[src/hw/rtl/cbc_pkg.sv]
package cbc_pkg;

    localparam int ROM_BANK_BITS_DEF = 7;
    localparam int RAM_BANK_COUNT    = 4;
    localparam int CLOCK_REG_COUNT   = 5;
    localparam int CLK_IDX_W         = 3;
    localparam int RAM_SEL_W         = 2;
    localparam int PADDR_W           = 3;
    localparam int PDATA_W           = 32;

    typedef enum logic [1:0] {
        TGT_NONE = 2'd0,
        TGT_ROM  = 2'd1,
        TGT_RAM  = 2'd2,
        TGT_CLK  = 2'd3
    } t_target;

    typedef enum logic [1:0] {
        AREA_RAM_ENABLE = 2'd0,
        AREA_ROM_BANK   = 2'd1,
        AREA_SELECT     = 2'd2,
        AREA_LATCH      = 2'd3
    } t_wr_area;

    typedef enum logic {
        CFG_ROM_BANK_COUNT = 1'b0,
        CFG_RAM_SIZE_BYTES = 1'b1
    } t_cfg_idx;

    localparam logic ACT_WRITE = 1'b1;

    localparam logic [7:0] RAM_ENABLE_KEY  = 8'h0A;
    localparam logic [7:0] RAM_ENABLE_MASK = 8'h0F;
    localparam logic [7:0] ROM_BANK_MASK   = 8'h7F;
    localparam logic [7:0] OPEN_BUS        = 8'hFF;
    localparam logic [7:0] LATCH_ARM       = 8'h00;
    localparam logic [7:0] LATCH_FIRE      = 8'h01;
    localparam logic [7:0] SEL_CLK_FIRST   = 8'h08;
    localparam logic [7:0] SEL_CLK_LAST    = 8'h0C;
    localparam logic [2:0] REGION_CART_RAM = 3'b101;

    localparam logic [CLK_IDX_W-1:0] CLK_S  = 3'd0;
    localparam logic [CLK_IDX_W-1:0] CLK_M  = 3'd1;
    localparam logic [CLK_IDX_W-1:0] CLK_H  = 3'd2;
    localparam logic [CLK_IDX_W-1:0] CLK_DL = 3'd3;
    localparam logic [CLK_IDX_W-1:0] CLK_DH = 3'd4;

    localparam logic [7:0]  ROM_BANK_COUNT_RST = 8'd128;
    localparam logic [15:0] RAM_SIZE_RST       = 16'd32768;

    typedef struct packed {
        logic        action;
        logic [15:0] address;
        logic [7:0]  write_data;
        logic [5:0]  now_seconds;
        logic [5:0]  now_minutes;
        logic [4:0]  now_hours;
        logic [8:0]  now_day;
    } t_item;

    typedef struct packed {
        t_target     target;
        logic [20:0] mem_offset;
        logic        ram_write;
        logic [7:0]  read_data;
    } t_result;

    typedef struct packed {
        logic [7:0]  rom_bank_count;
        logic [15:0] ram_size_bytes;
    } t_cfg;

endpackage

[src/hw/rtl/cbc_apb_regs.sv]
module cbc_apb_regs import cbc_pkg::*; (
    input  logic               i_clk,
    input  logic               i_rst_n,
    input  logic               psel,
    input  logic               penable,
    input  logic               pwrite,
    input  logic [PADDR_W-1:0] paddr,
    input  logic [PDATA_W-1:0] pwdata,
    output logic [PDATA_W-1:0] prdata,
    output logic               pready,
    output t_cfg               o_cfg
);

    t_cfg     r_cfg;
    t_cfg_idx idx;
    logic     wr_en;

    assign idx    = t_cfg_idx'(paddr[2]);
    assign pready = 1'b1;
    assign wr_en  = psel && penable && pwrite && pready;
    assign o_cfg  = r_cfg;

    always_ff @(posedge i_clk) begin
        if (!i_rst_n) begin
            r_cfg.rom_bank_count <= ROM_BANK_COUNT_RST;
            r_cfg.ram_size_bytes <= RAM_SIZE_RST;
        end else if (wr_en) begin
            unique case (idx)
                CFG_ROM_BANK_COUNT: r_cfg.rom_bank_count <= pwdata[7:0];
                CFG_RAM_SIZE_BYTES: r_cfg.ram_size_bytes <= pwdata[15:0];
                default: ;
            endcase
        end
    end

    always_comb begin
        unique case (idx)
            CFG_ROM_BANK_COUNT: prdata = {24'd0, r_cfg.rom_bank_count};
            CFG_RAM_SIZE_BYTES: prdata = {16'd0, r_cfg.ram_size_bytes};
            default:            prdata = '0;
        endcase
    end

endmodule

[src/hw/rtl/cbc_core.sv]
module cbc_core import cbc_pkg::*; #(
    parameter int ROM_BANK_BITS = ROM_BANK_BITS_DEF
) (
    input  logic    i_clk,
    input  logic    i_rst_n,
    input  logic    i_advance,
    input  t_item   i_item,
    input  t_cfg    i_cfg,
    output t_result o_result
);

    localparam int BANK_W = (ROM_BANK_BITS < 7) ? ROM_BANK_BITS : 7;

    logic [BANK_W-1:0] r_rom_bank;
    logic [7:0]        r_select;
    logic              r_ram_en;
    logic [7:0]        r_last_latch;
    logic [7:0]        r_live    [CLOCK_REG_COUNT];
    logic [7:0]        r_latched [CLOCK_REG_COUNT];

    logic                 is_write;
    t_wr_area             wr_area;
    logic [7:0]           bank_mask;
    logic [7:0]           bank_raw;
    logic [7:0]           bank;
    logic                 bank_oob;
    logic                 in_ram_area;
    logic                 sel_ram;
    logic                 sel_clk;
    logic [14:0]          ram_off;
    logic                 ram_hit;
    logic [7:0]           clk_diff;
    logic [CLK_IDX_W-1:0] clk_idx;
    logic                 latch_fire;
    logic [7:0]           bank_wr_masked;
    logic [BANK_W-1:0]    n_rom_bank;

    assign is_write    = (i_item.action == ACT_WRITE);
    assign wr_area     = t_wr_area'(i_item.address[14:13]);
    assign bank_mask   = i_cfg.rom_bank_count - 8'd1;
    assign bank_raw    = {{(8-BANK_W){1'b0}}, r_rom_bank} & bank_mask;
    assign bank        = (bank_raw == 8'd0) ? 8'd1 : bank_raw;
    assign bank_oob    = (i_cfg.rom_bank_count != 8'd0) && (bank >= i_cfg.rom_bank_count);
    assign in_ram_area = (i_item.address[15:13] == REGION_CART_RAM) && r_ram_en;
    assign sel_ram     = r_select < 8'(RAM_BANK_COUNT);
    assign sel_clk     = (r_select >= SEL_CLK_FIRST) && (r_select <= SEL_CLK_LAST);
    assign ram_off     = {r_select[RAM_SEL_W-1:0], i_item.address[12:0]};
    assign ram_hit     = {1'b0, ram_off} < i_cfg.ram_size_bytes;
    assign clk_diff    = r_select - SEL_CLK_FIRST;
    assign clk_idx     = clk_diff[CLK_IDX_W-1:0];
    assign latch_fire  = is_write && !i_item.address[15] && (wr_area == AREA_LATCH)
                         && (r_last_latch == LATCH_ARM) && (i_item.write_data == LATCH_FIRE);

    assign bank_wr_masked = i_item.write_data & ROM_BANK_MASK;
    assign n_rom_bank     = (bank_wr_masked[BANK_W-1:0] == '0) ? BANK_W'(1)
                                                              : bank_wr_masked[BANK_W-1:0];

    always_comb begin
        o_result.target     = TGT_NONE;
        o_result.mem_offset = '0;
        o_result.ram_write  = 1'b0;
        o_result.read_data  = OPEN_BUS;
        if (!i_item.address[15]) begin
            if (!is_write) begin
                if (!i_item.address[14]) begin
                    o_result.target     = TGT_ROM;
                    o_result.mem_offset = {5'd0, i_item.address};
                    o_result.read_data  = 8'd0;
                end else if (!bank_oob) begin
                    o_result.target     = TGT_ROM;
                    o_result.mem_offset = {bank[6:0], i_item.address[13:0]};
                    o_result.read_data  = 8'd0;
                end
            end
        end else if (in_ram_area) begin
            if (sel_ram) begin
                if (ram_hit) begin
                    o_result.target     = TGT_RAM;
                    o_result.mem_offset = {6'd0, ram_off};
                    o_result.ram_write  = is_write;
                    o_result.read_data  = 8'd0;
                end
            end else if (sel_clk) begin
                o_result.target    = TGT_CLK;
                o_result.read_data = is_write ? 8'd0 : r_latched[clk_idx];
            end
        end
    end

    always_ff @(posedge i_clk) begin
        if (!i_rst_n) begin
            r_rom_bank   <= BANK_W'(1);
            r_select     <= 8'd0;
            r_ram_en     <= 1'b0;
            r_last_latch <= OPEN_BUS;
            for (int i = 0; i < CLOCK_REG_COUNT; i++) begin
                r_live[i]    <= 8'd0;
                r_latched[i] <= 8'd0;
            end
        end else if (i_advance) begin
            if (is_write && !i_item.address[15]) begin
                unique case (wr_area)
                    AREA_RAM_ENABLE: begin
                        r_ram_en <= (i_item.write_data & RAM_ENABLE_MASK) == RAM_ENABLE_KEY;
                    end
                    AREA_ROM_BANK: r_rom_bank <= n_rom_bank;
                    AREA_SELECT:   r_select   <= i_item.write_data;
                    AREA_LATCH: begin
                        r_last_latch <= i_item.write_data;
                        if (latch_fire) begin
                            r_live[CLK_S]     <= {2'd0, i_item.now_seconds};
                            r_live[CLK_M]     <= {2'd0, i_item.now_minutes};
                            r_live[CLK_H]     <= {3'd0, i_item.now_hours};
                            r_live[CLK_DL]    <= i_item.now_day[7:0];
                            r_live[CLK_DH]    <= {r_live[CLK_DH][7:1], i_item.now_day[8]};
                            r_latched[CLK_S]  <= {2'd0, i_item.now_seconds};
                            r_latched[CLK_M]  <= {2'd0, i_item.now_minutes};
                            r_latched[CLK_H]  <= {3'd0, i_item.now_hours};
                            r_latched[CLK_DL] <= i_item.now_day[7:0];
                            r_latched[CLK_DH] <= {r_live[CLK_DH][7:1], i_item.now_day[8]};
                        end
                    end
                    default: ;
                endcase
            end else if (is_write && in_ram_area && !sel_ram && sel_clk) begin
                r_live[clk_idx] <= i_item.write_data;
            end
        end
    end

endmodule

[src/hw/rtl/cartridge_bank_controller_rtc_top.sv]
// Cartridge bank controller with clock registers. Each input beat is one CPU
// bus access and gives exactly one result beat. An access waits in the input
// register and is decoded, with its register update, on the way into the
// result register; one access is taken every cycle while the result side does
// not stall. The input register also buffers one access while a result is
// held; o_stall is high while it holds one that cannot advance. The user must
// write configuration over APB only with no access in flight; not enforced.
module cartridge_bank_controller_rtc_top import cbc_pkg::*; #(
    parameter int ROM_BANK_BITS = ROM_BANK_BITS_DEF
) (
    input  logic               i_clk,
    input  logic               i_rst_n,
    input  logic               i_valid,
    output logic               o_stall,
    input  logic               i_action,
    input  logic [15:0]        i_address,
    input  logic [7:0]         i_write_data,
    input  logic [5:0]         i_now_seconds,
    input  logic [5:0]         i_now_minutes,
    input  logic [4:0]         i_now_hours,
    input  logic [8:0]         i_now_day,
    output logic               o_valid,
    input  logic               i_stall,
    output logic [1:0]         o_target,
    output logic [20:0]        o_mem_offset,
    output logic               o_ram_write,
    output logic [7:0]         o_read_data,
    input  logic               psel,
    input  logic               penable,
    input  logic               pwrite,
    input  logic [PADDR_W-1:0] paddr,
    input  logic [PDATA_W-1:0] pwdata,
    output logic [PDATA_W-1:0] prdata,
    output logic               pready
);

    t_cfg    cfg;
    logic    r_in_valid;
    t_item   r_in;
    logic    r_out_valid;
    t_result r_out;
    t_result n_out;
    logic    advance;
    logic    accept_in;

    assign advance   = r_in_valid && (!r_out_valid || !i_stall);
    assign o_stall   = r_in_valid && !advance;
    assign accept_in = i_valid && !o_stall;

    always_ff @(posedge i_clk) begin
        if (!i_rst_n) begin
            r_in_valid  <= 1'b0;
            r_out_valid <= 1'b0;
        end else begin
            if (accept_in) begin
                r_in_valid <= 1'b1;
            end else if (advance) begin
                r_in_valid <= 1'b0;
            end
            if (advance) begin
                r_out_valid <= 1'b1;
            end else if (!i_stall) begin
                r_out_valid <= 1'b0;
            end
        end
    end

    always_ff @(posedge i_clk) begin
        if (accept_in) begin
            r_in.action      <= i_action;
            r_in.address     <= i_address;
            r_in.write_data  <= i_write_data;
            r_in.now_seconds <= i_now_seconds;
            r_in.now_minutes <= i_now_minutes;
            r_in.now_hours   <= i_now_hours;
            r_in.now_day     <= i_now_day;
        end
        if (advance) begin
            r_out <= n_out;
        end
    end

    cbc_apb_regs u_regs (
        .i_clk   (i_clk),
        .i_rst_n (i_rst_n),
        .psel    (psel),
        .penable (penable),
        .pwrite  (pwrite),
        .paddr   (paddr),
        .pwdata  (pwdata),
        .prdata  (prdata),
        .pready  (pready),
        .o_cfg   (cfg)
    );

    cbc_core #(
        .ROM_BANK_BITS (ROM_BANK_BITS)
    ) u_core (
        .i_clk     (i_clk),
        .i_rst_n   (i_rst_n),
        .i_advance (advance),
        .i_item    (r_in),
        .i_cfg     (cfg),
        .o_result  (n_out)
    );

    assign o_valid      = r_out_valid;
    assign o_target     = r_out.target;
    assign o_mem_offset = r_out.mem_offset;
    assign o_ram_write  = r_out.ram_write;
    assign o_read_data  = r_out.read_data;

endmodule

[config.mk]
export PLATFORM = sky130hd
export DESIGN_NAME = cartridge_bank_controller_rtc_top
export DESIGN_NICKNAME = d
export VERILOG_FILES = /design/src/hw/rtl/cbc_pkg.sv /design/src/hw/rtl/cbc_apb_regs.sv /design/src/hw/rtl/cbc_core.sv /design/src/hw/rtl/cartridge_bank_controller_rtc_top.sv
export SDC_FILE = /design/constraint.sdc
export NUM_CORES = 1
export LEC_CHECK = 0
export BUFFER_PORTS_ARGS = -buffer_cell sky130_fd_sc_hd__buf_2
export CORE_MARGIN = 2
export CORE_UTILIZATION = 45
export DETAILED_ROUTE_END_ITERATION = 6
export GPL_TIMING_DRIVEN = 0
export PLACE_DENSITY = 0.68
export SYNTH_ARGS = -nofsm -noshare
export SYNTH_HDL_FRONTEND = slang
export SYNTH_SLANG_ARGS = --single-unit
[constraint.sdc]
create_clock -name i_clk -period 7.4 [get_ports i_clk]
set_input_delay 0.74 -clock i_clk [delete_from_list [all_inputs] [get_ports i_clk]]
set_output_delay 0.74 -clock i_clk [all_outputs]
set_load 0.02 [all_outputs]
==> impl_results.html, run 1 <==
<table>
<tr><th>Metric</th><th>Value</th></tr>
<tr><th colspan="2">Timing</th></tr>
<tr><td>Relative slew margins</td><td>0.489</td></tr>
<tr><td>Transition time at the pin with the least slew margin</td><td>0.763 ns</td></tr>
<tr><td>Total count of max-transition violations in the final report</td><td>0</td></tr>
<tr><td>Final Hold Viols</td><td>0</td></tr>
<tr><td>TNS Setup</td><td>0 ns</td></tr>
<tr><td>Setup repair after global routing missed its margin</td><td>no</td></tr>
<tr><td>Setup-failing EPs final</td><td>0</td></tr>
<tr><td>Post-Route Skew</td><td>0.0118 ns</td></tr>
<tr><td>Fmax</td><td>269 MHz</td></tr>
<tr><td>Post-route minimum period</td><td>roughly 3.7 ns</td></tr>
<tr><td>Final period util</td><td>0.503</td></tr>
<tr><th colspan="2">Floorplanning</th></tr>
<tr><td>Number of top-level design ports</td><td>160</td></tr>
<tr><td>Area enclosed by the die boundary</td><td>0.0179 sq mm</td></tr>
<tr><td>Die height</td><td>~130 um</td></tr>
<tr><td>Horizontal die dimension</td><td>134 um</td></tr>
<tr><td>CORE AREA</td><td>0.0165 sq mm</td></tr>
<tr><td>Starting utilization of the core area</td><td>0.459</td></tr>
<tr><td>FP Rows</td><td>47</td></tr>
<tr><th colspan="2">Synth</th></tr>
<tr><td>Share of synthesized flip-flops with an asynchronous set or reset</td><td>0</td></tr>
<tr><td>Number of standard cells after synthesis</td><td>628</td></tr>
<tr><td>Area of the mapped netlist</td><td>around 0.0076 sq mm</td></tr>
<tr><td>Post-synthesis average cell area</td><td>12.1 sq um</td></tr>
<tr><td>Synth Warn #</td><td>0</td></tr>
<tr><td>Number of synthesized flops with an enable pin</td><td>123</td></tr>
<tr><td>Synthesized flop and latch total</td><td>176</td></tr>
<tr><td>Sequential-to-total area share from yosys stat</td><td>0.626</td></tr>
<tr><td>Most used DFF post-synth</td><td>edfxtp_1</td></tr>
<tr><td>Netlist cell types</td><td>55</td></tr>
<tr><th colspan="2">Setup path</th></tr>
<tr><td>Critical path's slowest cell</td><td>dfxtp_1</td></tr>
<tr><td>Cell type with the highest occurrence count on the critical path</td><td>ha_1</td></tr>
<tr><td>Kind of critical path</td><td>reg -&gt; reg</td></tr>
<tr><td>Critical path buffer and inverter count</td><td>2</td></tr>
<tr><td>Slowest stage delay, CP</td><td>about 0.37 ns</td></tr>
<tr><td>Data required time of the worst path</td><td>7.58 ns</td></tr>
<tr><td>Register-to-register setup slack</td><td>roughly 3.7 ns</td></tr>
<tr><td>Worst endpoint data arrival time</td><td>3.91 ns</td></tr>
<tr><td>Startpoint of the worst-slack reg-to-reg timing path</td><td>u_regs.o_cfg[16]$_SDFFE_PN0P_</td></tr>
<tr><td>Maximum fanout along the worst path</td><td>10</td></tr>
<tr><td>Critical path endpoint category</td><td>flop</td></tr>
<tr><td>Sequence of cells on the critical path</td><td>inv_1 -&gt; ha_1 -&gt; nor3b_1 -&gt; xnor2_1 -&gt; and2_1 -&gt; nor4_1 -&gt; a32oi_1 -&gt; ha_1 -&gt; nand2b_1 -&gt; a31oi_1 -&gt; o21ai_0 -&gt; o211ai_2 -&gt; a21boi_2 -&gt; buf_6 -&gt; nor2b_2</td></tr>
<tr><td>Setup crit start kind</td><td>flop</td></tr>
<tr><td>Launching element of the worst setup path</td><td>u_regs.o_cfg[16]$_SDFFE_PN0P_</td></tr>
<tr><td>Top Family by Delay on Critical Path</td><td>compound AO/OA/AOI/OAI gates</td></tr>
<tr><th colspan="2">Finish</th></tr>
<tr><td>Area growth from synthesis to layout</td><td>21.1%</td></tr>
<tr><td>Layout cells sized above 1</td><td>0.264</td></tr>
<tr><td>Net total in the final layout</td><td>901</td></tr>
<tr><td>Fillcell total</td><td>1,383</td></tr>
<tr><td>Area used by multi-input combinational logic</td><td>between 0.002 and 0.003 sq mm</td></tr>
<tr><td>Area used by sequential logic in the layout</td><td>0.00475 sq mm</td></tr>
<tr><td>Final standard cell count with taps included and fillers excluded</td><td>1,019</td></tr>
<tr><td>Most common cell after layout, fill and taps aside</td><td>buf_2</td></tr>
<tr><td>Number of inserted diodes</td><td>0</td></tr>
<tr><td>Most frequent cells in the layout</td><td>buf_2, edfxtp_1, nand2_1</td></tr>
<tr><th colspan="2">Clocking</th></tr>
<tr><td>Htree depth</td><td>4</td></tr>
<tr><td>Clock latency on the worst-skew pair</td><td>0.43 ns</td></tr>
<tr><td>CTS tree</td><td>done</td></tr>
<tr><td>Total clock sinks</td><td>176</td></tr>
<tr><td>Num CTS Buffers</td><td>17</td></tr>
<tr><td>Post-CTS Hold Buffers</td><td>0</td></tr>
<tr><td>Clock root buffer</td><td>clkbuf_16</td></tr>
<tr><td>Clk buf depth</td><td>2</td></tr>
<tr><td>Setup bufs post-CTS</td><td>0</td></tr>
<tr><td>Reg clk slew, reported paths</td><td>0.07 ns</td></tr>
<tr><td>Cts repair resizes</td><td>0</td></tr>
<tr><th colspan="2">GRT</th></tr>
<tr><td>GRT overflow</td><td>0</td></tr>
<tr><td>Initial antenna violation count</td><td>0</td></tr>
<tr><td>GRT Overall Usage</td><td>0.183</td></tr>
<tr><td>Maximum number of pins on one net before global-route repair</td><td>38</td></tr>
<tr><td>First-pass GRT wire length</td><td>~26,000 um</td></tr>
<tr><td>Via count of the first global-routing pass</td><td>5,071</td></tr>
<tr><th colspan="2">Power and ir drop</th></tr>
<tr><td>Max IR drop VDD</td><td>about 0.00019 V</td></tr>
<tr><td>Ratio of total power to cell area</td><td>approximately 230 mW/mm^2</td></tr>
<tr><td>Leakage power total</td><td>0.00365 uW</td></tr>
<tr><th colspan="2">Routing</th></tr>
<tr><td>Count of nets left with antenna violations after detail routing</td><td>0</td></tr>
<tr><td>Vias per inst</td><td>4.98</td></tr>
<tr><td>Pre-Repair DR Iteration Count</td><td>5</td></tr>
<tr><td>Routed length per instance</td><td>15.8 um</td></tr>
<tr><td>Routed wire length</td><td>approximately 16,000 um</td></tr>
<tr><td>DR iter-0 viols</td><td>251</td></tr>
<tr><td>Routed via count</td><td>5,070</td></tr>
<tr><td>Drt drc</td><td>0</td></tr>
<tr><th colspan="2">Min path</th></tr>
<tr><td>Origin of the worst min-delay path</td><td>u_regs.o_cfg[8]$_SDFFE_PN0P_</td></tr>
<tr><td>Hold WC Path Type</td><td>reg -&gt; reg</td></tr>
<tr><th colspan="2">Run status</th></tr>
<tr><td>Status</td><td>complete, no violations</td></tr>
<tr><th colspan="2">Place</th></tr>
<tr><td>RD Place Congestion</td><td>0.870</td></tr>
<tr><td># placed instances</td><td>987</td></tr>
<tr><td>Port Buffers</td><td>122</td></tr>
<tr><td>Post-DP HPWL</td><td>11,800 um</td></tr>
<tr><th colspan="2">Flow run</th></tr>
<tr><td>Number of max-cap violations</td><td>0</td></tr>
</table>
-- kinds of logic after synthesis --
| group | share of synthesized area |
|---|---|
| simple gates | 0.169 |
| xor+xnor | 0.00577 |
| buf+inv | 0.0478 |
| other cells | 0.000989 |
| mux | 0.0363 |
| compound gates | 0.0776 |
| flops | 0.626 |
| fa+ha+maj | 0.0363 |
-- worst min-delay path, cell delays in order (launching register included) --
cell and delay (ns):
dfxtp_1 0.31, nand2_1 0.05, a21boi_0 0.06
-- flip-flops by register name (all words and copies together), names as in the netlist, named ones only --
name and count:
u_core.r_latched 33, o_ram_write 1, u_regs.o_cfg 24, u_core.r_live 7, u_core.r_rom_bank 7, o_read_data 8, r_in 51, u_core.r_select 8
o_mem_offset 21, o_valid 1, u_core.r_ram_en 1, r_in_valid 1, o_target 2, u_core.r_last_latch 8
-- metrics by stage --
step | total power [uW] | worst slack [ns] | util | hold WS (ns) | area (sq um)
after floorplan | 1220 | 3.62 | - | 0.432 | 7650
after global placement | 1270 | 2.42 | 0.516 | 0.443 | 8530
after detailed placement | 1280 | 3.28 | 0.520 | 0.455 | 8590
after CTS | 2160 | 3.72 | 0.556 | 0.460 | 9190
after global routing | 2210 | 3.46 | 0.556 | 0.459 | 9190
final | 2140 | 3.68 | 0.556 | 0.467 | 9190
-- synthesized netlist by cell type, types with 4 or more instances --
master / instances / area (sq um)
inv_1: 30 / 113
ha_1: 22 / 275
a21o_1: 10 / 75.1
and3_1: 4 / 25.0
nand3_1: 21 / 105
a21oi_1: 9 / 45.0
dfxtp_1: 53 / 1060
o21a_1: 9 / 67.6
nor4_1: 4 / 25.0
nor2_1: 35 / 131
clkbuf_1: 17 / 63.8
mux2i_1: 14 / 140
nand2_1: 92 / 345
a21boi_0: 28 / 210
nor2b_2: 10 / 87.6
buf_4: 18 / 135
and2_1: 36 / 225
buf_2: 5 / 25.0
xnor2_1: 4 / 35.0
o21ai_0: 16 / 80.1
mux4_2: 5 / 113
edfxtp_1: 123 / 3690
nor2b_1: 14 / 87.6
-- final cells by class --
class,count,share of cell area
Sequential cell,176,0.517
Multi-Input combinational cell,394,0.277
Timing Repair Buffer,124,0.0716
Clock buffer,17,0.0463
Tap cell,220,0.0300
Buffer,42,0.0268
Clock inverter,15,0.0182
Inverter,31,0.0127
-- worst paths after layout --
path                                  endpoint  depth (start not counted)
hold reg to reg   u_regs.o_cfg[8]$_SDFFE_PN0P_                          2
setup / recovery    o_mem_offset[10]$_DFFE_PP_                         15
hold / removal    u_regs.o_cfg[8]$_SDFFE_PN0P_                          2
setup reg to reg    o_mem_offset[10]$_DFFE_PP_                         15
-- layer usage --
metal  wire (um)  vias up  track usage
li1            -     2480            -
met1        7210     2424        0.243
met2        7760      148        0.303
met3         887       18       0.0438
met4         217        0       0.0514
met5           0        -            0
-- where the power goes --
group	switching, uW	internal, uW	total [uW]
Combinational	85.2	58.7	144
Clock	431	454	885
Sequential	19.0	1090	1110
Total	535	1600	2140
Note: power is estimated with default switching activity, not from simulation.
==> inputs of run 2 (changes only) <==
clock period = 3.9 ns   (was 7.4 ns; I/O delays follow)
==> run 2 against run 1 <==
Effect of this change: core utilization hardly changed; total power is 90% higher; register-to-register slack worse by 3.4 ns; routed wire length hardly changed; non-clock buffer count stayed put; highest routed layer unchanged; count of clock-buffer cells in the layout stayed put; sequential cell count stayed put.
==> impl_results.html, run 2 (synthesis results as in run 1) <==
<table>
<tr><th>Metric</th><th>Value</th></tr>
<tr><th colspan="2">Finish</th></tr>
<tr><td>Area growth from synthesis to layout</td><td>21.2%</td></tr>
<tr><td>Final core area utilization</td><td>0.557</td></tr>
<tr><td>Final standard cell count with taps included and fillers excluded</td><td>approximately 1,000</td></tr>
<tr><td>Number of flip-flops under the largest register name</td><td>51</td></tr>
<tr><td>Most common cell after layout, fill and taps aside</td><td>buf_2</td></tr>
<tr><td>Register containing the most flip-flops in the final layout</td><td>r_in</td></tr>
<tr><td>Fillcell total</td><td>1,383</td></tr>
<tr><td>Net total in the final layout</td><td>~900</td></tr>
<tr><td>Most frequent cells in the layout</td><td>buf_2, edfxtp_1, nand2_1</td></tr>
<tr><td>Number of inserted diodes</td><td>0</td></tr>
<tr><td>Layout cells sized above 1</td><td>0.264</td></tr>
<tr><th colspan="2">Floorplanning</th></tr>
<tr><td>FP Rows</td><td>47</td></tr>
<tr><td>Number of top-level design ports</td><td>160</td></tr>
<tr><td>Horizontal die dimension</td><td>134 um</td></tr>
<tr><td>Area enclosed by the die boundary</td><td>0.0179 sq mm</td></tr>
<tr><td>CORE AREA</td><td>0.0165 sq mm</td></tr>
<tr><td>Starting utilization of the core area</td><td>0.459</td></tr>
<tr><td>Die height</td><td>134 um</td></tr>
<tr><th colspan="2">GRT</th></tr>
<tr><td>GRT Overall Usage</td><td>0.183</td></tr>
<tr><td>Via count of the first global-routing pass</td><td>around 5,100</td></tr>
<tr><td>Maximum number of pins on one net before global-route repair</td><td>38</td></tr>
<tr><td>First-pass GRT wire length</td><td>25,600 um</td></tr>
<tr><td>Initial antenna violation count</td><td>0</td></tr>
<tr><td>GRT overflow</td><td>0</td></tr>
<tr><th colspan="2">Routing</th></tr>
<tr><td>Vias per inst</td><td>4.98</td></tr>
<tr><td>Routed length per instance</td><td>15.8 um</td></tr>
<tr><td>DR iter-0 viols</td><td>249</td></tr>
<tr><td>Routed via count</td><td>5,073</td></tr>
<tr><td>Count of nets left with antenna violations after detail routing</td><td>0</td></tr>
<tr><td>Pre-Repair DR Iteration Count</td><td>5</td></tr>
<tr><td>Routed wire length</td><td>16,100 um</td></tr>
<tr><td>Drt drc</td><td>0</td></tr>
<tr><th colspan="2">Clocking</th></tr>
<tr><td>Clock latency on the worst-skew pair</td><td>0.43 ns</td></tr>
<tr><td>Htree depth</td><td>4</td></tr>
<tr><td>Reg clk slew, reported paths</td><td>0.08 ns</td></tr>
<tr><td>Setup bufs post-CTS</td><td>0</td></tr>
<tr><td>CTS tree</td><td>done</td></tr>
<tr><td>Num CTS Buffers</td><td>17</td></tr>
<tr><td>Post-CTS Hold Buffers</td><td>0</td></tr>
<tr><td>Clock root buffer</td><td>clkbuf_16</td></tr>
<tr><td>Cts repair resizes</td><td>0</td></tr>
<tr><td>Clk buf depth</td><td>2</td></tr>
<tr><td>Total clock sinks</td><td>around 180</td></tr>
<tr><th colspan="2">Setup path</th></tr>
<tr><td>Slowest stage delay, CP</td><td>~0.37 ns</td></tr>
<tr><td>Setup crit start kind</td><td>flop</td></tr>
<tr><td>Data required time of the worst path</td><td>4.08 ns</td></tr>
<tr><td>Sequence of cells on the critical path</td><td>inv_1 -&gt; ha_1 -&gt; nor3b_1 -&gt; xnor2_1 -&gt; and2_1 -&gt; nor4_1 -&gt; a32oi_1 -&gt; ha_1 -&gt; nand2b_1 -&gt; a31oi_1 -&gt; o21ai_0 -&gt; o211ai_2 -&gt; a21boi_4 -&gt; buf_6 -&gt; nor2b_2</td></tr>
<tr><td>Top Family by Delay on Critical Path</td><td>compound AO/OA/AOI/OAI gates</td></tr>
<tr><td>Critical path endpoint category</td><td>flop</td></tr>
<tr><td>Worst endpoint data arrival time</td><td>3.85 ns</td></tr>
<tr><td>Critical path's slowest cell</td><td>dfxtp_1</td></tr>
<tr><td>Kind of critical path</td><td>reg -&gt; reg</td></tr>
<tr><td>Critical path buffer and inverter count</td><td>2</td></tr>
<tr><td>Cell type with the highest occurrence count on the critical path</td><td>ha_1</td></tr>
<tr><td>Maximum fanout along the worst path</td><td>10</td></tr>
<tr><th colspan="2">Timing</th></tr>
<tr><td>Relative slew margins</td><td>0.489</td></tr>
<tr><td>Transition time at the pin with the least slew margin</td><td>0.764 ns</td></tr>
<tr><td>Total count of max-transition violations in the final report</td><td>0</td></tr>
<tr><td>Final period util</td><td>0.941</td></tr>
<tr><td>Setup repair after global routing missed its margin</td><td>no</td></tr>
<tr><td>Fmax</td><td>273 MHz</td></tr>
<tr><td>Final Hold Viols</td><td>0</td></tr>
<tr><td>Setup-failing EPs final</td><td>0</td></tr>
<tr><td>Smallest setup slack after layout</td><td>~0.23 ns</td></tr>
<tr><td>Post-route minimum period</td><td>3.67 ns</td></tr>
<tr><td>Post-Route Skew</td><td>0.0121 ns</td></tr>
<tr><th colspan="2">Min path</th></tr>
<tr><td>Hold WC Path Type</td><td>in -&gt; reg</td></tr>
<tr><th colspan="2">Power and ir drop</th></tr>
<tr><td>Total Power Consumption</td><td>4060 uW</td></tr>
<tr><td>Max IR drop VDD</td><td>0.000351 V</td></tr>
<tr><td>Leakage power total</td><td>0.00366 uW</td></tr>
<tr><td>Ratio of total power to cell area</td><td>441 mW/mm^2</td></tr>
<tr><th colspan="2">Run status</th></tr>
<tr><td>Status</td><td>complete, no violations</td></tr>
<tr><th colspan="2">Place</th></tr>
<tr><td>Port Buffers</td><td>roughly 120</td></tr>
<tr><td>Placement-stage worst setup slack</td><td>0.128 ns</td></tr>
<tr><td># placed instances</td><td>987</td></tr>
<tr><td>Post-DP HPWL</td><td>11,800 um</td></tr>
<tr><td>RD Place Congestion</td><td>roughly 0.87</td></tr>
<tr><th colspan="2">Flow run</th></tr>
<tr><td>Number of max-cap violations</td><td>0</td></tr>
</table>
## run 2: cell count changes in the layout (fill, tap and decap cells not counted)
cell / delta
a21boi_2: -1
a21boi_4: +1
## run 2: stage by stage
step	TNS [ns]	cell area (sq um)	hold slack [ns]
6_report	0	9200	0.127
4_1_cts	0	9190	0.110
5_1_grt	0	9200	0.109
2_1_floorplan	0	7650	0.432
3_5_place_dp	0	8590	0.455
3_3_place_gp	-50.07	8530	0.443
## run 2: report_power, final
group	switching [uW]	internal, uW	total [uW]
Combinational	162	112	274
Sequential	35.9	2070	2110
Clock	817	860	1680
Total	1010	3040	4060
## run 2: final cells by class
class	count	area, sq um	area share
flip-flops and latches	176	4750	0.517
clock buffers	17	425	0.0463
well taps	220	275	0.0299
plain buffers	42	246	0.0268
clock inverters	15	168	0.0182
inverters	31	116	0.0127
multi-input cells	394	2550	0.278
repair buffers	124	658	0.0716
## run 2: layer usage
metal / part of all wire / track usage / wire length (um)
met4: 0.013 / 0.0514 / 217
met5: 0 / 0 / 0
met3: 0.055 / 0.0438 / 878
met1: 0.45 / 0.243 / 7210
met2: 0.48 / 0.303 / 7770
## run 2: worst paths after layout
check	start	end	slack, ns	depth (start not counted)
setup reg to reg	u_regs.o_cfg[16]$_SDFFE_PN0P_	o_mem_offset[10]$_DFFE_PP_	0.23	15
hold reg to reg	u_regs.o_cfg[8]$_SDFFE_PN0P_	u_regs.o_cfg[8]$_SDFFE_PN0P_	0.47	2
hold / removal	i_now_minutes[0]	r_in[14]$_DFFE_PP_	0.13	1
setup / recovery	u_regs.o_cfg[16]$_SDFFE_PN0P_	o_mem_offset[10]$_DFFE_PP_	0.23	15
